===== config.mk =====
export PLATFORM = sky130hd
export DESIGN_NAME = keyed_record_table
export DESIGN_NICKNAME = d
export VERILOG_FILES = /design/src/sv/krt_pkg.sv /design/src/sv/krt_ram.sv /design/src/sv/krt_scan.sv /design/src/sv/keyed_record_table.sv
export SDC_FILE = /design/constraint.sdc
export NUM_CORES = 2
export LEC_CHECK = 0
export ABC_AREA = 1
export BUFFER_PORTS_ARGS = -buffer_cell sky130_fd_sc_hd__buf_2
export CAP_MARGIN = 10
export CORE_UTILIZATION = 56
export DETAILED_ROUTE_END_ITERATION = 10
export GPL_TIMING_DRIVEN = 0
export PLACE_DENSITY_LB_ADDON = 0.2
export SKIP_LAST_GASP = 1
export SYNTH_ARGS = -nofsm -noshare
export SYNTH_HDL_FRONTEND = slang
export SYNTH_SLANG_ARGS = --single-unit

===== constraint.sdc =====
create_clock -name clk_i -period 6.25 [get_ports clk_i]
set_input_delay 1.25 -clock clk_i [delete_from_list [all_inputs] [get_ports clk_i]]
set_output_delay 1.25 -clock clk_i [all_outputs]
set_load 0.05 [all_outputs]

===== src/sv/krt_pkg.sv =====
`timescale 1ns / 1ps
// krt_pkg: shared types and codes for the keyed record table
// no dependencies; imported by krt_scan and keyed_record_table

package krt_pkg;

  // fixed port field widths
  localparam int unsigned OP_W    = 2;
  localparam int unsigned KEY_W   = 8;
  localparam int unsigned SLOT_W  = 4;
  localparam int unsigned DATA_W  = 64;

  // operation codes
  typedef enum logic [OP_W-1:0] {
    OP_STORE  = 2'd0,
    OP_LOOKUP = 2'd1,
    OP_REMOVE = 2'd2,
    OP_READ   = 2'd3
  } op_e;

  // request transaction
  typedef struct packed {
    op_e               op;
    logic [KEY_W-1:0]  key;
    logic [SLOT_W-1:0] slot;
    logic              record_empty;
    logic [DATA_W-1:0] record_data;
  } krt_in_t;

  // response transaction
  typedef struct packed {
    logic              hit;
    logic              dropped;
    logic [SLOT_W-1:0] found_slot;
    logic              out_empty;
    logic [KEY_W-1:0]  out_key;
    logic [DATA_W-1:0] out_data;
  } krt_out_t;

endpackage


===== src/sv/krt_ram.sv =====
`timescale 1ns / 1ps
// krt_ram: generic simple dual-port ram, one write and one read port
// registered read data, available in the cycle after re_i; no dependencies

module krt_ram #(
  parameter int unsigned WIDTH = 8,
  parameter int unsigned DEPTH = 16
) (
  input  logic                     clk_i,
  input  logic                     we_i,
  input  logic [$clog2(DEPTH)-1:0] waddr_i,
  input  logic [WIDTH-1:0]         wdata_i,
  input  logic                     re_i,
  input  logic [$clog2(DEPTH)-1:0] raddr_i,
  output logic [WIDTH-1:0]         rdata_o
);

  logic [WIDTH-1:0] mem_q [DEPTH];

  // write port
  always_ff @(posedge clk_i) begin
    if (we_i) begin
      mem_q[waddr_i] <= wdata_i;
    end
  end

  // registered read port
  always_ff @(posedge clk_i) begin
    if (re_i) begin
      rdata_o <= mem_q[raddr_i];
    end
  end

endmodule


===== src/sv/krt_scan.sv =====
`timescale 1ns / 1ps
// krt_scan: slot memory plus the sequencer that scans it per request
// depends on krt_pkg and krt_ram

module krt_scan
  import krt_pkg::*;
#(
  parameter int unsigned SLOTS     = 16,
  parameter int unsigned KEY_BITS  = 8,
  parameter int unsigned DATA_BITS = 64
) (
  input  logic     clk_i,
  input  logic     rst_ni,
  input  logic     req_valid_i,
  output logic     req_ready_o,
  input  krt_in_t  req_i,
  output logic     res_valid_o,
  input  logic     res_ready_i,
  output krt_out_t res_o
);

  localparam int unsigned AW     = $clog2(SLOTS);
  localparam int unsigned IW     = (AW > SLOT_W) ? AW : SLOT_W;
  localparam int unsigned WORD_W = 1 + KEY_BITS + DATA_BITS;

  typedef enum logic [1:0] {
    ST_IDLE,
    ST_SCAN,
    ST_RESP
  } state_e;

  // control registers
  state_e           state_q, state_d;
  logic             issue_q, issue_d;
  logic             chk_vld_q, chk_vld_d;
  logic             match_seen_q, match_seen_d;
  logic             empty_seen_q, empty_seen_d;
  logic [SLOTS-1:0] slot_vld_q, slot_vld_d;

  // datapath registers
  op_e                  op_q, op_d;
  logic [KEY_BITS-1:0]  key_q, key_d;
  logic                 emp_q, emp_d;
  logic [DATA_BITS-1:0] data_q, data_d;
  logic [AW-1:0]        rd_idx_q, rd_idx_d;
  logic [AW-1:0]        chk_idx_q, chk_idx_d;
  logic [AW-1:0]        match_idx_q, match_idx_d;
  logic [AW-1:0]        empty_idx_q, empty_idx_d;
  logic                 cap_empty_q, cap_empty_d;
  logic [KEY_BITS-1:0]  cap_key_q, cap_key_d;
  logic [DATA_BITS-1:0] cap_data_q, cap_data_d;

  // memory ports
  logic              ram_we, ram_re;
  logic [AW-1:0]     ram_waddr;
  logic [WORD_W-1:0] ram_wdata, ram_rdata;

  // slot returned by the memory, reset value when never written
  logic                 rec_empty;
  logic [KEY_BITS-1:0]  rec_key;
  logic [DATA_BITS-1:0] rec_data;
  logic                 key_hit;

  logic [IW-1:0] slot_ext;
  logic          slot_in_range;
  logic [IW-1:0] match_ext, empty_ext;

  krt_ram #(
    .WIDTH (WORD_W),
    .DEPTH (SLOTS)
  ) u_ram (
    .clk_i   (clk_i),
    .we_i    (ram_we),
    .waddr_i (ram_waddr),
    .wdata_i (ram_wdata),
    .re_i    (ram_re),
    .raddr_i (rd_idx_q),
    .rdata_o (ram_rdata)
  );

  always_comb begin
    if (slot_vld_q[chk_idx_q]) begin
      {rec_empty, rec_key, rec_data} = ram_rdata;
    end else begin
      rec_empty = 1'b1;
      rec_key   = '0;
      rec_data  = '0;
    end
  end

  assign key_hit       = (rec_key == key_q);
  assign slot_ext      = IW'(req_i.slot);
  assign slot_in_range = (32'(req_i.slot) < SLOTS);
  assign req_ready_o   = (state_q == ST_IDLE);

  // sequencer: issue reads, check returning slots, write back
  always_comb begin
    state_d      = state_q;
    issue_d      = issue_q;
    chk_vld_d    = 1'b0;
    match_seen_d = match_seen_q;
    empty_seen_d = empty_seen_q;
    slot_vld_d   = slot_vld_q;
    op_d         = op_q;
    key_d        = key_q;
    emp_d        = emp_q;
    data_d       = data_q;
    rd_idx_d     = rd_idx_q;
    chk_idx_d    = chk_idx_q;
    match_idx_d  = match_idx_q;
    empty_idx_d  = empty_idx_q;
    cap_empty_d  = cap_empty_q;
    cap_key_d    = cap_key_q;
    cap_data_d   = cap_data_q;
    ram_we       = 1'b0;
    ram_re       = 1'b0;
    ram_waddr    = chk_idx_q;
    ram_wdata    = '0;
    res_valid_o  = 1'b0;

    unique case (state_q)
      ST_IDLE: begin
        if (req_valid_i) begin
          op_d         = req_i.op;
          key_d        = KEY_BITS'(req_i.key);
          emp_d        = req_i.record_empty;
          data_d       = DATA_BITS'(req_i.record_data);
          match_seen_d = 1'b0;
          empty_seen_d = 1'b0;
          if (req_i.op == OP_READ) begin
            rd_idx_d = slot_ext[AW-1:0];
            issue_d  = slot_in_range;
            state_d  = slot_in_range ? ST_SCAN : ST_RESP;
          end else begin
            rd_idx_d = '0;
            issue_d  = 1'b1;
            state_d  = ST_SCAN;
          end
        end
      end

      ST_SCAN: begin
        // read side
        if (issue_q) begin
          ram_re    = 1'b1;
          chk_vld_d = 1'b1;
          chk_idx_d = rd_idx_q;
          if (op_q == OP_READ || rd_idx_q == AW'(SLOTS - 1)) begin
            issue_d = 1'b0;
          end else begin
            rd_idx_d = rd_idx_q + 1'b1;
          end
        end
        // check side
        if (chk_vld_q) begin
          if (op_q == OP_READ || (op_q == OP_LOOKUP && key_hit && !match_seen_q)) begin
            match_seen_d = 1'b1;
            match_idx_d  = chk_idx_q;
            cap_empty_d  = rec_empty;
            cap_key_d    = rec_key;
            cap_data_d   = rec_data;
          end
          if (key_hit && (op_q == OP_STORE || op_q == OP_REMOVE)) begin
            if (!match_seen_q) begin
              match_seen_d = 1'b1;
              match_idx_d  = chk_idx_q;
            end
            ram_we    = 1'b1;
            ram_waddr = chk_idx_q;
            ram_wdata = (op_q == OP_STORE) ? {emp_q, key_q, data_q}
                                           : {1'b1, {(KEY_BITS + DATA_BITS){1'b0}}};
          end
          if (rec_empty && !empty_seen_q) begin
            empty_seen_d = 1'b1;
            empty_idx_d  = chk_idx_q;
          end
          if (!issue_q) begin
            state_d = ST_RESP;
            // no key matched: fill the lowest empty slot
            if (op_q == OP_STORE && !match_seen_d && empty_seen_d) begin
              ram_we    = 1'b1;
              ram_waddr = empty_idx_d;
              ram_wdata = {emp_q, key_q, data_q};
            end
          end
        end
      end

      ST_RESP: begin
        res_valid_o = 1'b1;
        if (res_ready_i) begin
          state_d = ST_IDLE;
        end
      end

      default: begin
        state_d = ST_IDLE;
      end
    endcase

    if (ram_we) begin
      slot_vld_d[ram_waddr] = 1'b1;
    end
  end

  // response formatting
  assign match_ext = IW'(match_idx_q);
  assign empty_ext = IW'(empty_idx_q);

  always_comb begin
    res_o = '{hit: 1'b0, dropped: 1'b0, found_slot: '0, out_empty: 1'b1,
              out_key: '0, out_data: '0};
    unique case (op_q)
      OP_STORE: begin
        if (match_seen_q || empty_seen_q) begin
          res_o.hit        = match_seen_q;
          res_o.found_slot = match_seen_q ? match_ext[SLOT_W-1:0]
                                          : empty_ext[SLOT_W-1:0];
          res_o.out_empty  = emp_q;
          res_o.out_key    = KEY_W'(key_q);
          res_o.out_data   = DATA_W'(data_q);
        end else begin
          res_o.dropped = 1'b1;
        end
      end
      OP_REMOVE: begin
        res_o.hit        = match_seen_q;
        res_o.found_slot = match_seen_q ? match_ext[SLOT_W-1:0] : '0;
      end
      OP_LOOKUP, OP_READ: begin
        if (match_seen_q) begin
          res_o.hit        = 1'b1;
          res_o.found_slot = match_ext[SLOT_W-1:0];
          res_o.out_empty  = cap_empty_q;
          res_o.out_key    = KEY_W'(cap_key_q);
          res_o.out_data   = DATA_W'(cap_data_q);
        end
      end
      default: begin
        res_o.hit = 1'b0;
      end
    endcase
  end

  // control state
  always_ff @(posedge clk_i or negedge rst_ni) begin
    if (!rst_ni) begin
      state_q      <= ST_IDLE;
      issue_q      <= 1'b0;
      chk_vld_q    <= 1'b0;
      match_seen_q <= 1'b0;
      empty_seen_q <= 1'b0;
      slot_vld_q   <= '0;
      op_q         <= OP_STORE;
    end else begin
      state_q      <= state_d;
      issue_q      <= issue_d;
      chk_vld_q    <= chk_vld_d;
      match_seen_q <= match_seen_d;
      empty_seen_q <= empty_seen_d;
      slot_vld_q   <= slot_vld_d;
      op_q         <= op_d;
    end
  end

  // datapath registers
  always_ff @(posedge clk_i) begin
    key_q       <= key_d;
    emp_q       <= emp_d;
    data_q      <= data_d;
    rd_idx_q    <= rd_idx_d;
    chk_idx_q   <= chk_idx_d;
    match_idx_q <= match_idx_d;
    empty_idx_q <= empty_idx_d;
    cap_empty_q <= cap_empty_d;
    cap_key_q   <= cap_key_d;
    cap_data_q  <= cap_data_d;
  end

endmodule


===== src/sv/keyed_record_table.sv =====
`timescale 1ns / 1ps
// keyed_record_table: top level, slot scanner and output register
// depends on krt_pkg, krt_scan (which holds krt_ram)
//
//  channel  signals                          direction  payload
//  in       in_valid_i in_ready_o in_data_i  to block   krt_in_t
//  out      out_valid_o out_ready_i out_data_o  from block krt_out_t
//
// store, lookup and remove scan every slot through the single read port of
// the slot memory. read by slot reads only the addressed slot, and skips
// the memory when the slot is out of range.
// reset empties every slot at once through per-slot valid bits; no sweep.
// a finished response waits in the output register, the next request is
// taken while it stalls there.

module keyed_record_table
  import krt_pkg::*;
#(
  parameter int unsigned SLOTS     = 16,
  parameter int unsigned KEY_BITS  = 8,
  parameter int unsigned DATA_BITS = 64
) (
  input  logic     clk_i,
  input  logic     rst_ni,
  input  logic     in_valid_i,
  output logic     in_ready_o,
  input  krt_in_t  in_data_i,
  output logic     out_valid_o,
  input  logic     out_ready_i,
  output krt_out_t out_data_o
);

  logic     res_valid, res_ready;
  krt_out_t res;
  logic     out_valid_q, out_valid_d;
  krt_out_t out_q;

  krt_scan #(
    .SLOTS     (SLOTS),
    .KEY_BITS  (KEY_BITS),
    .DATA_BITS (DATA_BITS)
  ) u_scan (
    .clk_i       (clk_i),
    .rst_ni      (rst_ni),
    .req_valid_i (in_valid_i),
    .req_ready_o (in_ready_o),
    .req_i       (in_data_i),
    .res_valid_o (res_valid),
    .res_ready_i (res_ready),
    .res_o       (res)
  );

  // output register
  assign res_ready = !out_valid_q || out_ready_i;

  always_comb begin
    out_valid_d = out_valid_q;
    if (res_valid && res_ready) begin
      out_valid_d = 1'b1;
    end else if (out_ready_i) begin
      out_valid_d = 1'b0;
    end
  end

  always_ff @(posedge clk_i or negedge rst_ni) begin
    if (!rst_ni) begin
      out_valid_q <= 1'b0;
    end else begin
      out_valid_q <= out_valid_d;
    end
  end

  always_ff @(posedge clk_i) begin
    if (res_valid && res_ready) begin
      out_q <= res;
    end
  end

  assign out_valid_o = out_valid_q;
  assign out_data_o  = out_q;

  // checks
  a_hit_not_dropped: assert property (@(posedge clk_i) disable iff (!rst_ni)
    out_valid_o |-> !(out_data_o.hit && out_data_o.dropped))
    else $error("response flags both hit and dropped");

  a_dropped_is_empty: assert property (@(posedge clk_i) disable iff (!rst_ni)
    (out_valid_o && out_data_o.dropped) |->
      (out_data_o.found_slot == '0 && out_data_o.out_empty &&
       out_data_o.out_key == '0 && out_data_o.out_data == '0))
    else $error("dropped store returned a non-empty record");

  a_one_at_a_time: assert property (@(posedge clk_i) disable iff (!rst_ni)
    (in_valid_i && in_ready_o) |=> !in_ready_o)
    else $error("request taken while the previous one is still scanning");

endmodule

==> results.md <==
- Hold WS: 0.449 ns
- Yosys cell types: 33
- Total Wirelength: 169000 um
- Top delay family on crit path: simple AND/OR/NAND/NOR gates
- Chip width: 325 um
- GRT Residual Overflow: 0
- Proportion of layout cells with a drive suffix above 1: 12.0%
- Min-Delay Path Class: reg2reg
- Ys async rst share: 1.66%
- I/O pins: 164
- Rel. slew slack: 8.35%
- Critical Path Max Stage Delay: 1.07 ns
- Sequential element share of the synthesized area: 77.2%
- Worst-path cell chain: inv_1 -> nor2_1 -> clkinv_1 -> nor2_1 -> inv_1 -> clkbuf_2 -> clkbuf_1 -> nor3_2
- Synthesized Nets: 4237
- Hold_buf cts: 0
- Pleak: 21.1 nW
- Die footprint: 106000 um2
- GR Util All Layers: 31.7%
- Final core utilization: 64.8%
- Internal Power: 19.7 mW
- Sw Share: 37.6%
- Crit path kind: reg2reg
- FMAX: 0.178 GHz
- Synth Warn #: 0
- CP Capture Type: flop
- # setup viols final: 0
- Post-Layout Cell Count: 6041
- Status: complete, no violations
- RSZ-0062 raised after global routing: false
- Final setup margin: 0.624 ns
- Root Buffer Master: clkbuf_16
- DRC: 0
- Clk sinks: 1507
- Via count: 37600
- Initial antenna violation count: 7
- RD Place Congestion: 0.866
- Buf/Inv on CP: 5
- Ratio of final minimum period to clock period: 90.0%
- Die height: 325 um
- HPWL after detailed placement: 110000 um
- Maximum vdd drop: 0.510 mV
- Clock power share: 28.1%
- Setup bufs post-CTS: 0
- ANT nets after route: 0
- Min cycle time layout: 5.63 ns
- Synth Register Bits: 1507
- H-tree depth: 4
- Synth Flop Type: edfxtp_1
- Number of enable flip-flop cells after synthesis: 1482
- Pwr Density: 470 nW/um2
- Mapped Cells: 4153
- Total power: 31.5 mW
- Dpl ws: 0.522 ns
- Critical path arrival: 6.02 ns
- Row count: 118
- Post_cts resized: 0
- Worst-Margin Slew: 1.37 ns
- Largest net degree at the start of global routing: 51
- Clk buf depth: 3
- Max_cap viols: 0
- Footprint of the multi-input gates: 11600 um2
- Slew Limit Fails: 0
- Synth-to-Final Area Change: 14.7%
- Total core area: 103000 um2
- Layout fillers: 7327
- Drt pass-1 iters: 6
- First-pass GRT wire length: 241000 um
- CTS tree: built
- Port bufs: 163
- Clock insertion delay at the later pin of the skew report: 0.76 ns
- Iteration-0 DRC Markers: 5276
- Worst Path Max Fanout: 16
- DR WL/cell: 27.9 um
- Fin. Hold Viols: 0
- Mapped Area: 58500 um2
- Dpl cells: 5763
- Worst Skew: 0.0278 ns
- Required @ worst endpoint: 6.64 ns
- CP max stage cell: nor2_1
- Vias per Instance: 6.23
- Nets: 4625
- Reg power frac: 39.7%
- Syn Area/Cell: 14.1 um2
- Startpoint Class: flop
- Net load switching power: 11.8 mW
- Clk slew on worst S/H paths: 0.06 ns
- TritonCTS Buffers: 151
- Comb power frac: 32.2%
- Number of global-route vias before repair: 36200
- Initial Util: 56.5%
- Register area: 45100 um2
[power groups by stage]
| stage | Sequential [mW] | Clock, mW | Combinational, mW |
|---|---|---|---|
| after global routing | 12.6 | 9.26 | 10.6 |
| after floorplan | 13.1 | 0 | 5.05 |
| final | 12.5 | 8.85 | 10.1 |
| after CTS | 12.5 | 8.88 | 9.89 |
| after detailed placement | 12.7 | 0 | 9.84 |
| after global placement | 12.8 | 0 | 9.46 |
[cells in the mapped netlist, types with 2 or more instances]
library cell / instances / share of area [%]
dfrtp_1: 25 / 1.1
o32ai_1: 172 / 2.6
o211ai_1: 27 / 0.35
buf_2: 13 / 0.11
o22ai_1: 3 / 0.032
buf_6: 10 / 0.19
nor2_1: 727 / 4.7
nor3_1: 76 / 0.65
clkinv_1: 2 / 0.013
inv_2: 5 / 0.032
nand2_2: 5 / 0.053
o221ai_1: 120 / 1.8
o21ai_2: 5 / 0.075
nand2_1: 267 / 1.7
nand3_2: 2 / 0.034
a21oi_1: 8 / 0.068
inv_1: 210 / 1.3
clkbuf_1: 235 / 1.5
nand4_1: 2 / 0.021
o21ai_0: 379 / 3.2
nor2_2: 11 / 0.12
nand3_1: 227 / 1.9
mux2i_1: 120 / 2.1
edfxtp_1: 1482 / 76
buf_1: 12 / 0.077
[cells in the final DEF, fill, tap and decap left out, types with 13 or more instances in the layout]
| master | Yosys | final |
|---|---|---|
| inv_1 | 210 | 194 |
| buf_2 | 13 | 204 |
| clkbuf_1 | 235 | 259 |
| nand3_1 | 227 | 227 |
| nor3_2 | 0 | 37 |
| o32ai_1 | 172 | 172 |
| clkinv_1 | 2 | 37 |
| o221ai_1 | 120 | 120 |
| nor2_1 | 727 | 723 |
| nand2_1 | 267 | 267 |
| o21ai_0 | 379 | 379 |
| dfrtp_1 | 25 | 25 |
| inv_4 | 0 | 16 |
| mux2i_1 | 120 | 120 |
| clkbuf_16 | 0 | 155 |
| edfxtp_1 | 1482 | 1482 |
| o211ai_1 | 27 | 27 |
| clkinv_2 | 0 | 25 |
| buf_16 | 0 | 17 |
| nor3_1 | 76 | 39 |
| bufinv_16 | 0 | 13 |
| buf_6 | 10 | 13 |
[path summary, 6_finish.rpt]
path                                      start                         end  slack (ns)  cells after the start
min in group asynchronous                rst_ni              u_scan.issue_q        0.51                      1
setup reg to reg              u_scan.state_q[0]  u_scan.u_ram.mem_q[10][50]        0.62                      8
max in group asynchronous                rst_ni              u_scan.op_q[0]        5.31                      1
setup / recovery              u_scan.state_q[0]  u_scan.u_ram.mem_q[10][50]        0.62                      8
hold / removal             u_scan.slot_vld_q[4]        u_scan.slot_vld_q[4]        0.45                      2
hold reg to reg            u_scan.slot_vld_q[4]        u_scan.slot_vld_q[4]        0.45                      2
[worst register-to-register path, stage by stage, from the launching register on]
cell	delay, ns
dfrtp_1	0.36
inv_1	0.07
nor2_1	0.40
clkinv_1	0.52
nor2_1	1.07
inv_1	0.46
clkbuf_2	0.65
clkbuf_1	0.68
nor3_2	1.04
[routing by layer]
layer | wire length, um | part of all wire, % | track usage (%) | up-vias
met4 | 6690 | 4.0 | 12.5 | 4
met3 | 18600 | 11 | 6.61 | 367
li1 | - | - | - | 16200
met5 | 21 | 0.012 | 0 | -
met2 | 78400 | 46 | 49.6 | 2370
met1 | 65000 | 39 | 43.8 | 18600
[area by class of cell]
cell class / instances / area share, %
clock inverters: 90 / 1.22
repair buffers: 235 / 2.69
diodes: 1 / 0.00373
well taps: 1380 / 2.57
flip-flops and latches: 1507 / 67.3
clock buffers: 182 / 5.93
multi-input cells: 2158 / 17.3
inverters: 217 / 1.27
plain buffers: 271 / 1.66
[sequential cells by signal, summed over array words and instances (netlist names), 2 cells and up]
signal,flops
out_data_o,79
u_scan.cap_data_q,64
u_scan.cap_key_q,8
u_scan.chk_idx_q,4
u_scan.data_q,64
u_scan.empty_ext,4
u_scan.key_q,8
u_scan.match_ext,4
u_scan.op_q,2
u_scan.rd_idx_q,4
u_scan.slot_vld_q,16
u_scan.state_q,2
u_scan.u_ram.mem_q,1168
u_scan.u_ram.rdata_o,73
[metrics by stage]
step           TNS [ns]  cell area [um2]
3_3_place_gp    -836.39            61000
2_1_floorplan         0            58500
3_5_place_dp          0            62100
6_report              0            67100
4_1_cts               0            66900
5_1_grt               0            67100
[cells by family after synthesis]
logic type	Yosys count	synth area share (%)
simple gates	1321	9.28
flops	1507	77.2
buf+inv	488	3.30
fa+ha+maj	1	0.0214
mux	120	2.05
xor+xnor	2	0.0300
compound gates	714	8.14
No activity file was read; power rests on OpenSTA's default activity.
